<file path="src/hdl/kcem_pkg.sv">
`default_nettype none

package kcem_pkg;

  // Field widths
  localparam int unsigned KeyW      = 32;
  localparam int unsigned PosW      = 5;
  localparam int unsigned SlotIdxW  = 4;
  localparam int unsigned CodeW     = 16;
  localparam int unsigned CountW    = 5;
  localparam int unsigned IndexSlots = 16;

  // Configuration port
  localparam int unsigned ApbAddrW = 3;
  localparam int unsigned ApbDataW = 32;
  localparam logic [ApbAddrW-3:0] RegKeyCount = 1'b0;

  // Input item codes
  localparam logic ActScan = 1'b0;
  localparam logic ActLoad = 1'b1;

  typedef struct packed {
    logic                action;
    logic [KeyW-1:0]     key_vector;
    logic [SlotIdxW-1:0] entry_index;
    logic [CodeW-1:0]    entry_scancode;
    logic [CodeW-1:0]    entry_keycode;
  } in_item_t;

  typedef struct packed {
    logic [PosW-1:0]  scancode;
    logic [CodeW-1:0] keycode;
    logic             matched;
    logic             pressed;
    logic             sync;
    logic             last;
  } out_item_t;

  typedef enum logic [2:0] {
    ST_IDLE = 3'b001,
    ST_WALK = 3'b010,
    ST_EMIT = 3'b100
  } state_e;

endpackage

`default_nettype wire

</file>
<file path="src/hdl/key_change_event_mapper.sv">
`default_nettype none

// Key change event mapper. A scan transfer (action 0) is XORed with the
// previous key vector; the difference is walked one bit per cycle from bit 0
// upward in a shift register; each changed key has its position matched
// against the first key_count table slots at once and then waits in the emit
// state until the output register is free, so a scan stalls the input until
// its last result is registered. A scan with no change and a table load
// (action 1) emit nothing and do not stall the input.
// The output register lets the next transfer be taken while the last result
// still waits. key_count (byte address 0) sets how many slots from slot 0
// are searched; slots must be loaded before they are searched.
module key_change_event_mapper #(
  parameter int unsigned TABLE_DEPTH = 16
) (
  input  wire                            clk_i,
  input  wire                            rst_ni,
  // item input
  input  wire                            in_valid_i,
  output logic                           in_stall_o,
  input  wire  kcem_pkg::in_item_t       in_data_i,
  // result output
  output logic                           out_valid_o,
  input  wire                            out_stall_i,
  output kcem_pkg::out_item_t            out_data_o,
  // configuration
  input  wire                            psel,
  input  wire                            penable,
  input  wire                            pwrite,
  input  wire  [kcem_pkg::ApbAddrW-1:0]  paddr,
  input  wire  [kcem_pkg::ApbDataW-1:0]  pwdata,
  output logic [kcem_pkg::ApbDataW-1:0]  prdata,
  output logic                           pready
);
  import kcem_pkg::*;

  // Slots reachable by a 4-bit slot index
  localparam int unsigned Slots = (TABLE_DEPTH < IndexSlots) ? TABLE_DEPTH : IndexSlots;

  state_e            state_q, state_d;
  logic [KeyW-1:0]   prev_q;
  logic [KeyW-1:0]   diff_q, diff_d;
  logic [KeyW-1:0]   keys_q, keys_d;
  logic [PosW-1:0]   pos_q, pos_d;
  logic              any_q, any_d;
  logic [CountW-1:0] key_count_q;
  logic [CodeW-1:0]  scan_tbl_q [Slots];
  logic [CodeW-1:0]  key_tbl_q  [Slots];
  logic [Slots-1:0]  hits_q, hits_d;
  logic [Slots-1:0]  hit_first;
  logic [PosW-1:0]   pend_pos_q, pend_pos_d;
  logic              pend_pressed_q, pend_pressed_d;
  logic              pend_last_q, pend_last_d;
  logic              out_valid_q, out_valid_d;
  out_item_t         out_q, out_d;
  logic [CodeW-1:0]  hit_code;
  logic              in_fire, scan_fire, load_fire, out_free, emit_go, cfg_wr;

  // Configuration port
  assign pready = 1'b1;
  assign cfg_wr = psel && penable && pwrite && pready;
  assign prdata = (paddr[ApbAddrW-1:2] == RegKeyCount)
                  ? {{(ApbDataW-CountW){1'b0}}, key_count_q} : '0;

  always_ff @(posedge clk_i or negedge rst_ni) begin
    if (!rst_ni) begin
      key_count_q <= '0;
    end else if (cfg_wr && paddr[ApbAddrW-1:2] == RegKeyCount) begin
      key_count_q <= pwdata[CountW-1:0];
    end
  end

  // Handshake
  assign in_stall_o = (state_q != ST_IDLE);
  assign in_fire    = in_valid_i && !in_stall_o;
  assign scan_fire  = in_fire && in_data_i.action == ActScan;
  assign load_fire  = in_fire && in_data_i.action == ActLoad;
  assign out_free   = !out_valid_q || !out_stall_i;
  assign emit_go    = (state_q == ST_EMIT) && out_free;

  // Write table slots; slots past the table are dropped
  always_ff @(posedge clk_i) begin
    for (int i = 0; i < Slots; i++) begin
      if (load_fire && {1'b0, in_data_i.entry_index} == (SlotIdxW+1)'(i)) begin
        scan_tbl_q[i] <= in_data_i.entry_scancode;
        key_tbl_q[i]  <= in_data_i.entry_keycode;
      end
    end
  end

  // Pick the keycode of the lowest matching slot
  assign hit_first = hits_q & (~hits_q + Slots'(1));
  always_comb begin
    hit_code = '0;
    for (int i = 0; i < Slots; i++) begin
      if (hit_first[i]) begin
        hit_code = hit_code | key_tbl_q[i];
      end
    end
  end

  // Walk the change vector and sequence the results
  always_comb begin
    state_d        = state_q;
    diff_d         = diff_q;
    keys_d         = keys_q;
    pos_d          = pos_q;
    any_d          = any_q;
    hits_d         = hits_q;
    pend_pos_d     = pend_pos_q;
    pend_pressed_d = pend_pressed_q;
    pend_last_d    = pend_last_q;
    out_d          = out_q;
    out_valid_d    = out_valid_q && out_stall_i;

    unique case (state_q)
      ST_IDLE: begin
        if (scan_fire) begin
          diff_d  = in_data_i.key_vector ^ prev_q;
          keys_d  = in_data_i.key_vector;
          pos_d   = '0;
          any_d   = 1'b0;
          state_d = ((in_data_i.key_vector ^ prev_q) != '0) ? ST_WALK : ST_IDLE;
        end
      end
      ST_WALK: begin
        // advance one bit; on a change, match its position against the table
        if (diff_q[0]) begin
          for (int i = 0; i < Slots; i++) begin
            hits_d[i] = (CountW'(i) < key_count_q) &&
                        (scan_tbl_q[i] == {{(CodeW-PosW){1'b0}}, pos_q});
          end
          pend_pos_d     = pos_q;
          pend_pressed_d = keys_q[0];
          pend_last_d    = (diff_q[KeyW-1:1] == '0);
          state_d        = ST_EMIT;
        end
        diff_d = {1'b0, diff_q[KeyW-1:1]};
        keys_d = {1'b0, keys_q[KeyW-1:1]};
        pos_d  = pos_q + PosW'(1);
      end
      ST_EMIT: begin
        // hold until the output register is free
        if (out_free) begin
          any_d          = any_q | (|hits_q);
          out_d.scancode = pend_pos_q;
          out_d.keycode  = hit_code;
          out_d.matched  = |hits_q;
          out_d.pressed  = pend_pressed_q;
          out_d.sync     = pend_last_q && (any_q || (|hits_q));
          out_d.last     = pend_last_q;
          out_valid_d    = 1'b1;
          state_d        = pend_last_q ? ST_IDLE : ST_WALK;
        end
      end
      default: begin
        state_d = ST_IDLE;
      end
    endcase
  end

  // Control registers
  always_ff @(posedge clk_i or negedge rst_ni) begin
    if (!rst_ni) begin
      state_q     <= ST_IDLE;
      prev_q      <= '0;
      out_valid_q <= 1'b0;
    end else begin
      state_q     <= state_d;
      out_valid_q <= out_valid_d;
      if (scan_fire) begin
        prev_q <= in_data_i.key_vector;
      end
    end
  end

  // Datapath registers
  always_ff @(posedge clk_i) begin
    diff_q         <= diff_d;
    keys_q         <= keys_d;
    pos_q          <= pos_d;
    any_q          <= any_d;
    hits_q         <= hits_d;
    pend_pos_q     <= pend_pos_d;
    pend_pressed_q <= pend_pressed_d;
    pend_last_q    <= pend_last_d;
    out_q          <= out_d;
  end

  assign out_valid_o = out_valid_q;
  assign out_data_o  = out_q;

  // A walk always has a change left to find
  a_walk_pending: assert property (@(posedge clk_i) disable iff (!rst_ni)
    state_q == ST_WALK |-> diff_q != '0)
    else $error("walk state with empty change vector");

  // Sync only on the final result of a scan
  a_sync_last: assert property (@(posedge clk_i) disable iff (!rst_ni)
    out_valid_o |-> (!out_data_o.sync || out_data_o.last))
    else $error("sync set on a result that is not last");

  // An emitted result carries the position that was matched
  a_emit_pos: assert property (@(posedge clk_i) disable iff (!rst_ni)
    emit_go |=> out_valid_o && out_data_o.scancode == $past(pend_pos_q))
    else $error("emitted scancode differs from matched position");

  // The input stays stalled until the last result is registered
  a_stall_until_last: assert property (@(posedge clk_i) disable iff (!rst_ni)
    (emit_go && !pend_last_q) |=> state_q == ST_WALK)
    else $error("scan left before its last result");

endmodule

`default_nettype wire

</file>
<file path="config.mk">
export PLATFORM = sky130hd
export DESIGN_NAME = key_change_event_mapper
export DESIGN_NICKNAME = d
export VERILOG_FILES = /design/src/hdl/kcem_pkg.sv /design/src/hdl/key_change_event_mapper.sv
export SDC_FILE = /design/constraint.sdc
export NUM_CORES = 1
export LEC_CHECK = 0
export BUFFER_PORTS_ARGS = -buffer_cell sky130_fd_sc_hd__buf_2
export CAP_MARGIN = 20
export CELL_PAD_IN_SITES_DETAIL_PLACEMENT = 2
export CELL_PAD_IN_SITES_GLOBAL_PLACEMENT = 2
export CORE_MARGIN = 5
export CORE_UTILIZATION = 35
export DETAILED_ROUTE_END_ITERATION = 7
export GPL_TIMING_DRIVEN = 1
export HOLD_SLACK_MARGIN = 0.02
export PLACE_DENSITY_LB_ADDON = 0.12
export SETUP_SLACK_MARGIN = 0.05
export SLEW_MARGIN = 20
export SYNTH_ARGS = -nofsm -noshare
export SYNTH_HDL_FRONTEND = slang
export SYNTH_SLANG_ARGS = --single-unit
</file>
<file path="constraint.sdc">
create_clock -name clk_i -period 6.04 [get_ports clk_i]
set_input_delay 1.208 -clock clk_i [delete_from_list [all_inputs] [get_ports clk_i]]
set_output_delay 1.208 -clock clk_i [all_outputs]
set_load 0.005 [all_outputs]
</file>
# ---- Word-level counts from Yosys, hierarchy flattened
# Memories as Yosys holds them, arrays and structs flattened.
# Cells that the tools add are included.
dict set report classes {
  add_sub_neg 2
  n_lt_le_gt_ge 16
  n_eq_ne 38
  muxes 156
  bitwise 21
  reduce_logical 86
}
# operator n
set op_table {}
lappend op_table {{$mux W16} 46}
lappend op_table {{$reduce_or A16 Y1} 31}
lappend op_table {{$eq A16 B5 Y1} 16}
lappend op_table {{$or A16 B16 Y16} 15}
lappend op_table {{$pmux W32 S2} 2}
lappend op_table {{$mux W4} 30}
lappend op_table {{$mux W1} 66}
lappend op_table {{$mux W32} 2}
lappend op_table {{$logic_and A1 B1 Y1} 40}
lappend op_table {{$lt A4 B5 Y1 const A} 8}
lappend op_table {{$eq A4 B4 Y1 const B} 8}
lappend op_table {{$reduce_bool A32 Y1} 1}
lappend op_table {{$xor A32 B32 Y32} 1}
lappend op_table {{$logic_not A31 Y1} 1}
lappend op_table {{$lt A3 B5 Y1 const A} 4}
lappend op_table {{$add A16 B1 Y16 const B} 1}
lappend op_table {{$and A16 B16 Y16} 1}
lappend op_table {{$eq A4 B3 Y1 const B} 4}
lappend op_table {{$not A16 Y16} 1}
lappend op_table {{$lt A1 B5 Y1 const A} 2}
lappend op_table {{$lt A2 B5 Y1 const A} 2}
lappend op_table {{$mux W5} 2}
lappend op_table {{$pmux W5 S2} 1}
lappend op_table {{$mux W3} 3}
lappend op_table {{other kinds (19)} 31}
dict set report totals {
  register_bits 159
  mem_bits_rw 512
  input_bits 111
  out_inout_bits 60
  elab_cells 339
  memories 2
}
# name words width read_ports rd_ports_with_merged_regs wr line_no
set mem_list {}
lappend mem_list {key_tbl_q 16 16 16 0 1 key_change_event_mapper.sv:48} ;# logic [CodeW-1:0] key_tbl_q [Slots];
lappend mem_list {scan_tbl_q 16 16 16 0 1 key_change_event_mapper.sv:47} ;# logic [CodeW-1:0] scan_tbl_q [Slots];

# ---- Depth between registers and ports, before layout
dict set report depth {
  ltp_word 34
  depth_mapped 9
  depth_no_buf 5
}

# ---- Worst setup path before layout
# Ideal clock, no wire load.
dict set report synth_path {
  path_kind {in2reg}
  startpoint {input in_valid_i}
  endpoint {memory key_tbl_q[0][0] (enable)}
  setup_time_ps 461
  arrival_ps 4104
  required_time_ps 5579
  setup_slack_ps 1474
  cell_stages 4
  n_path_buf 0
  cell_sequence {and4bb_2 nand2_1 or3_1 nor3_1}
}
dict set report synth_via {
  elab_chain_cells 21
  word_cells_on_any_way 95
  cone_classes {mux: 62; reduce/logical: 33}
}
# item line_no
set synth_rtl {}
lappend synth_rtl {{start, declared} key_change_event_mapper.sv:19} ;# input wire in_valid_i,
lappend synth_rtl {{$logic_and A1 B1 Y1 (*)} key_change_event_mapper.sv:75} ;# assign in_fire = in_valid_i && !in_stall_o;
lappend synth_rtl {{$logic_and A1 B1 Y1 (*)} key_change_event_mapper.sv:77} ;# assign load_fire = in_fire && in_data_i.action == ActLoad;
lappend synth_rtl {{$logic_and A1 B1 Y1} key_change_event_mapper.sv:84} ;# if (load_fire && {1'b0, in_data_i.entry_index} == (SlotIdxW+1)'(i)) begin
lappend synth_rtl {{$mux W1} key_change_event_mapper.sv:84}
lappend synth_rtl {{$mux W1 (implied by the code)} key_change_event_mapper.sv:86} ;# key_tbl_q[i] <= in_data_i.entry_keycode;
lappend synth_rtl {{$reduce_or A16 Y1 (no line)} -}
lappend synth_rtl {{$mux W4 (no line) / $mux W1 (equally long branches) (15 in a row)} -}
lappend synth_rtl {{end, declared} key_change_event_mapper.sv:48}
# Mark *: on every way between the ends. The rest lies on a longest branch, timed or not.

# ---- Worst setup path after layout
dict set report layout_path {
  startpoint {register hits_q[1]}
  endpoint {register out_q (netlist bit out_data_o[15]), data pin}
}
dict set report layout_via {
  elab_chain_cells 32
}
# item line_no
set layout_rtl {}
lappend layout_rtl {{start, declared} key_change_event_mapper.sv:49} ;# logic [Slots-1:0] hits_q, hits_d;
lappend layout_rtl {{start signal, assigned} key_change_event_mapper.sv:183} ;# hits_q <= hits_d;
lappend layout_rtl {{$not A16 Y16} key_change_event_mapper.sv:92} ;# assign hit_first = hits_q & (~hits_q + Slots'(1));
lappend layout_rtl {{$add A16 B1 Y16} key_change_event_mapper.sv:92}
lappend layout_rtl {{$and A16 B16 Y16 (*)} key_change_event_mapper.sv:92}
lappend layout_rtl {{$mux W16} key_change_event_mapper.sv:96} ;# if (hit_first[i]) begin
lappend layout_rtl {{$or A16 B16 Y16} key_change_event_mapper.sv:97} ;# hit_code = hit_code | key_tbl_q[i];
lappend layout_rtl {{$mux W16} key_change_event_mapper.sv:96}
lappend layout_rtl {{$or A16 B16 Y16} key_change_event_mapper.sv:97}
lappend layout_rtl {{$mux W16} key_change_event_mapper.sv:96}
lappend layout_rtl {{[17 not listed]} -}
lappend layout_rtl {{$mux W16} key_change_event_mapper.sv:96}
lappend layout_rtl {{$or A16 B16 Y16} key_change_event_mapper.sv:97}
lappend layout_rtl {{$mux W16} key_change_event_mapper.sv:96}
lappend layout_rtl {{$or A16 B16 Y16} key_change_event_mapper.sv:97}
lappend layout_rtl {{$mux W16} key_change_event_mapper.sv:96}
lappend layout_rtl {{$or A16 B16 Y16} key_change_event_mapper.sv:97}
lappend layout_rtl {{$mux W16 (*)} key_change_event_mapper.sv:96}
lappend layout_rtl {{net hit_code[11]} key_change_event_mapper.sv:56} ;# logic [CodeW-1:0] hit_code;
lappend layout_rtl {{end signal, assigned} key_change_event_mapper.sv:187} ;# out_q <= out_d;
lappend layout_rtl {{end, declared} key_change_event_mapper.sv:55} ;# out_item_t out_q, out_d;
# The timed path passes the listed nets; every way through them passes the cells marked *.
# A chain may end at the register's enable or synchronous reset.

==> metrics.md <==
| Metric | Value |
|---|---|
| Max cap viols | 0 |
| Endpoints failing hold | 0 |
| Synth area leader | edfxtp_1 |
| Final Critical Period | 3.35 ns |
| # port buffers | 113 |
| Synth top area share | 74.1% |
| DR vias | 14500 |
| Cell count after synthesis | 1616 |
| Layout area overhead | 16.9% |
| Post-synthesis sequential area ratio | 78.2% |
| Async S/R FF share, synth | 6.11% |
| Crit path launch type | flop |
| Net count, final | 1879 |
| Starting Density | 35.2% |
| Htree depth | 3 |
| Multi-input logic area | 0.00528 mm2 |
| Largest delay contributor family on the critical path | simple AND/OR/NAND/NOR gates |
| Avg Cell Area, Syn | 15.8 um2 |
| Max_slew headroom | 28.8% |
| CTS tree | built |
| Prevailing post-synth register cell | edfxtp_1 |
| Tot GR Track Use | 18.6% |
| IO Count | 171 |
| Final Non-Filler Cells | 2784 |
| Setup TNS | 0 ns |
| Placed instance count | 2644 |
| Status | completed |
| Most frequent cell after synthesis | edfxtp_1 |
| First-pass GRT wire length | 108000 um |
| Skew final | 0.0303 ns |
| Iter 0 DRT Violations | 1127 |
| Count of final setup violators | 0 |
| Largest net degree at the start of global routing | 101 |
| Cell variety after synth | 51 |
| Storage element area | 0.0199 mm2 |
| Core area | 0.0726 mm2 |
| Pwr per Cell Area | 348 mW/mm2 |
| Detailed Route WL | 73400 um |
| Site row count | 99 |
| Synth cell count leaders | edfxtp_1 (630), nand2_1 (240), xnor2_1 (88) |
| Remaining DRCs | 0 |
| CTS buffer count | 75 |
| #FFs+latches synth | 671 |
| CTS resizes | 0 |
| Switching fraction of total power | 22.7% |
| Internal power | 0.00801 W |
| Number of global-route vias before repair | 15800 |
| Flop2flop setup slack | 2.69 ns |
| Register share of total power | 51.6% |
| DIE WIDTH | 280 um |
| Drt pass-1 iters | 5 |
| Comb power frac | 5.5% |
| CP Capture Type | flop |
| Worst path max stage delay | 0.89 ns |
| Number of flops mapped to enable cells by yosys | 630 |
| Worst-path maximum fanout | 20 |
| Post-CTS Hold Fix Bufs | 0 |
| CTS Buffer Depth | 3 |
| Worst Max-Slew Pin Slew | 1.07 ns |
| GPL Wtd Cong | 0.726 |
| Fin crit share | 55.4% |
| Clock latency at the later pin of the worst-skew pair | 0.62 ns |
| Post-layout utilization of the core | 41.1% |
| Hpwl dp | 45100 um |
| Clk slew on worst S/H paths | 0.06 ns |
| IR drop worst, VDD | 0.196 mV |
| Share of cells above drive strength 1 | 15.9% |
| CP required | 6.51 ns |
| Post-CTS setup buffer count | 0 |
| Fill cells | 7157 |
| Achievable frequency | 299 MHz |
| DIE AREA | 0.0784 mm2 |
| CP Cell Sequence | nor4_4 -> buf_4 -> and4_1 -> buf_4 -> and3_1 -> a211o_1 |
| WS Path Type | reg2reg |
| Synthesized area | 0.0255 mm2 |
| GR Overflow Total | 0 |
| Placed Area | 0.0273 mm2 |
| Max-slew violations | 0 |
| RSZ-0062 raised after global routing | false |
| Final instance area | 0.0298 mm2 |
| Psw | 0.00236 W |
| Power share of the clock group | 42.9% |
| Leak | 9.97 nW |
| DR WL/cell | 26.4 um |
| Critical path's slowest cell | and3_1 |
| Vias per cell | 5.20 |
| # clock sinks | 671 |
| Initial antenna violation count | 8 |
| Crit path top cell by count | buf_4 |
| Synth warn | 0 |
| Final ANT Viol Nets | 0 |
| Root buf cell | clkbuf_16 |
| Worst min path class | reg2reg |
| Buf/Inv on CP | 2 |
| Die H | 280 um |
| Top cells by area, synth | edfxtp_1 (74%), dfrtp_1 (3.9%), nand2_1 (3.5%) |
| CP arrival | 3.82 ns |
==> metrics by stage <==
step | hold WS, ns | power (W) | setup slack [ns]
after floorplan | 0.400 | 0.00573 | 1.47
after detailed placement | 0.406 | 0.00603 | 2.40
final | 0.422 | 0.0104 | 2.69
after global placement | 0.403 | 0.00600 | 2.46
after global routing | 0.429 | 0.0108 | 2.53
after CTS | 0.420 | 0.0105 | 2.60
==> sequential cells by signal (all words and copies together) (netlist names) <==
signal and count:
scan_tbl_q 256, any_q 1, pend_pressed_q 1, key_tbl_q 256, out_data_o 25, out_valid_o 1
hits_q 16, keys_q 32, diff_q 32, key_count_q 5, pend_last_q 1, prev_q 32
state_q 3, pend_pos_q 5, pos_q 5
==> cells by family after synthesis <==
logic type	after synthesis	synth area share (%)
flip-flops	671	78.2
AND/OR/NAND/NOR	472	8.62
AO/OA/AOI/OAI	242	6.76
XOR/XNOR	115	3.95
buffers and inverters	108	2.22
multiplexers	5	0.221
other	2	0.0294
adder cells (fa/ha/maj)	1	0.0490
==> worst paths after layout <==
path	start	endpoint	cells past startpoint
worst max-delay path	hits_q[1]	out_data_o[15]	6
min in group asynchronous	rst_ni	prev_q[26]	2
worst min register to register	pend_pos_q[4]	out_data_o[24]	0
worst max register to register	hits_q[1]	out_data_o[15]	6
max in group asynchronous	rst_ni	prev_q[6]	2
worst min-delay path	pend_pos_q[4]	out_data_o[24]	0
==> placed cells by master (no fill, tap or decap), drive strengths merged, types with 32 or more instances in the layout <==
cell type and count:
buf 152, nor2 66, edfxtp 630, nor4 59
nand2 240, clkbuf 95, a21oi 39, nand4 32
o21ai 32, a22oi 79, xnor2 88, dfrtp 40
==> layer usage <==
metal  vias up  track usage [%]  part of all wire (%)  routed length (um)
li1       6432                -                     -                   -
met1      7638             25.1                    44               32400
met2       300             31.6                    50               36500
met3        95             2.60                   4.0                2920
met4         0             5.20                   2.3                1660
met5         -                0                     0                   0
==> final cells by class <==
class                           instances  area share (%)
Multi-Input combinational cell        863            17.7
Inverter                                4          0.0503
Timing Repair Buffer                  152            3.39
Antenna cell                            3          0.0252
Clock inverter                         37            1.17
Tap cell                              959            4.02
Clock buffer                           95            6.76
Sequential cell                       671            66.9
==> worst register-to-register path: cells and delay by family, from the launching register on <==
| kind | cells | cell delay [ns] |
|---|---|---|
| AND/OR/NAND/NOR | 3 | 1.52 |
| flip-flops | 1 | 0.80 |
| buffers and inverters | 2 | 0.62 |
| AO/OA/AOI/OAI | 1 | 0.28 |
==> power by group through the flow <==
stage	registers, W	clock network [W]	logic, W
after global routing	0.00536	0.00478	0.000637
after CTS	0.00535	0.00458	0.000586
after global placement	0.00544	0	0.000561
after detailed placement	0.00545	0	0.000580
after floorplan	0.00540	0	0.000328
final	0.00535	0.00445	0.000574
(Power assumes the default switching activity.)
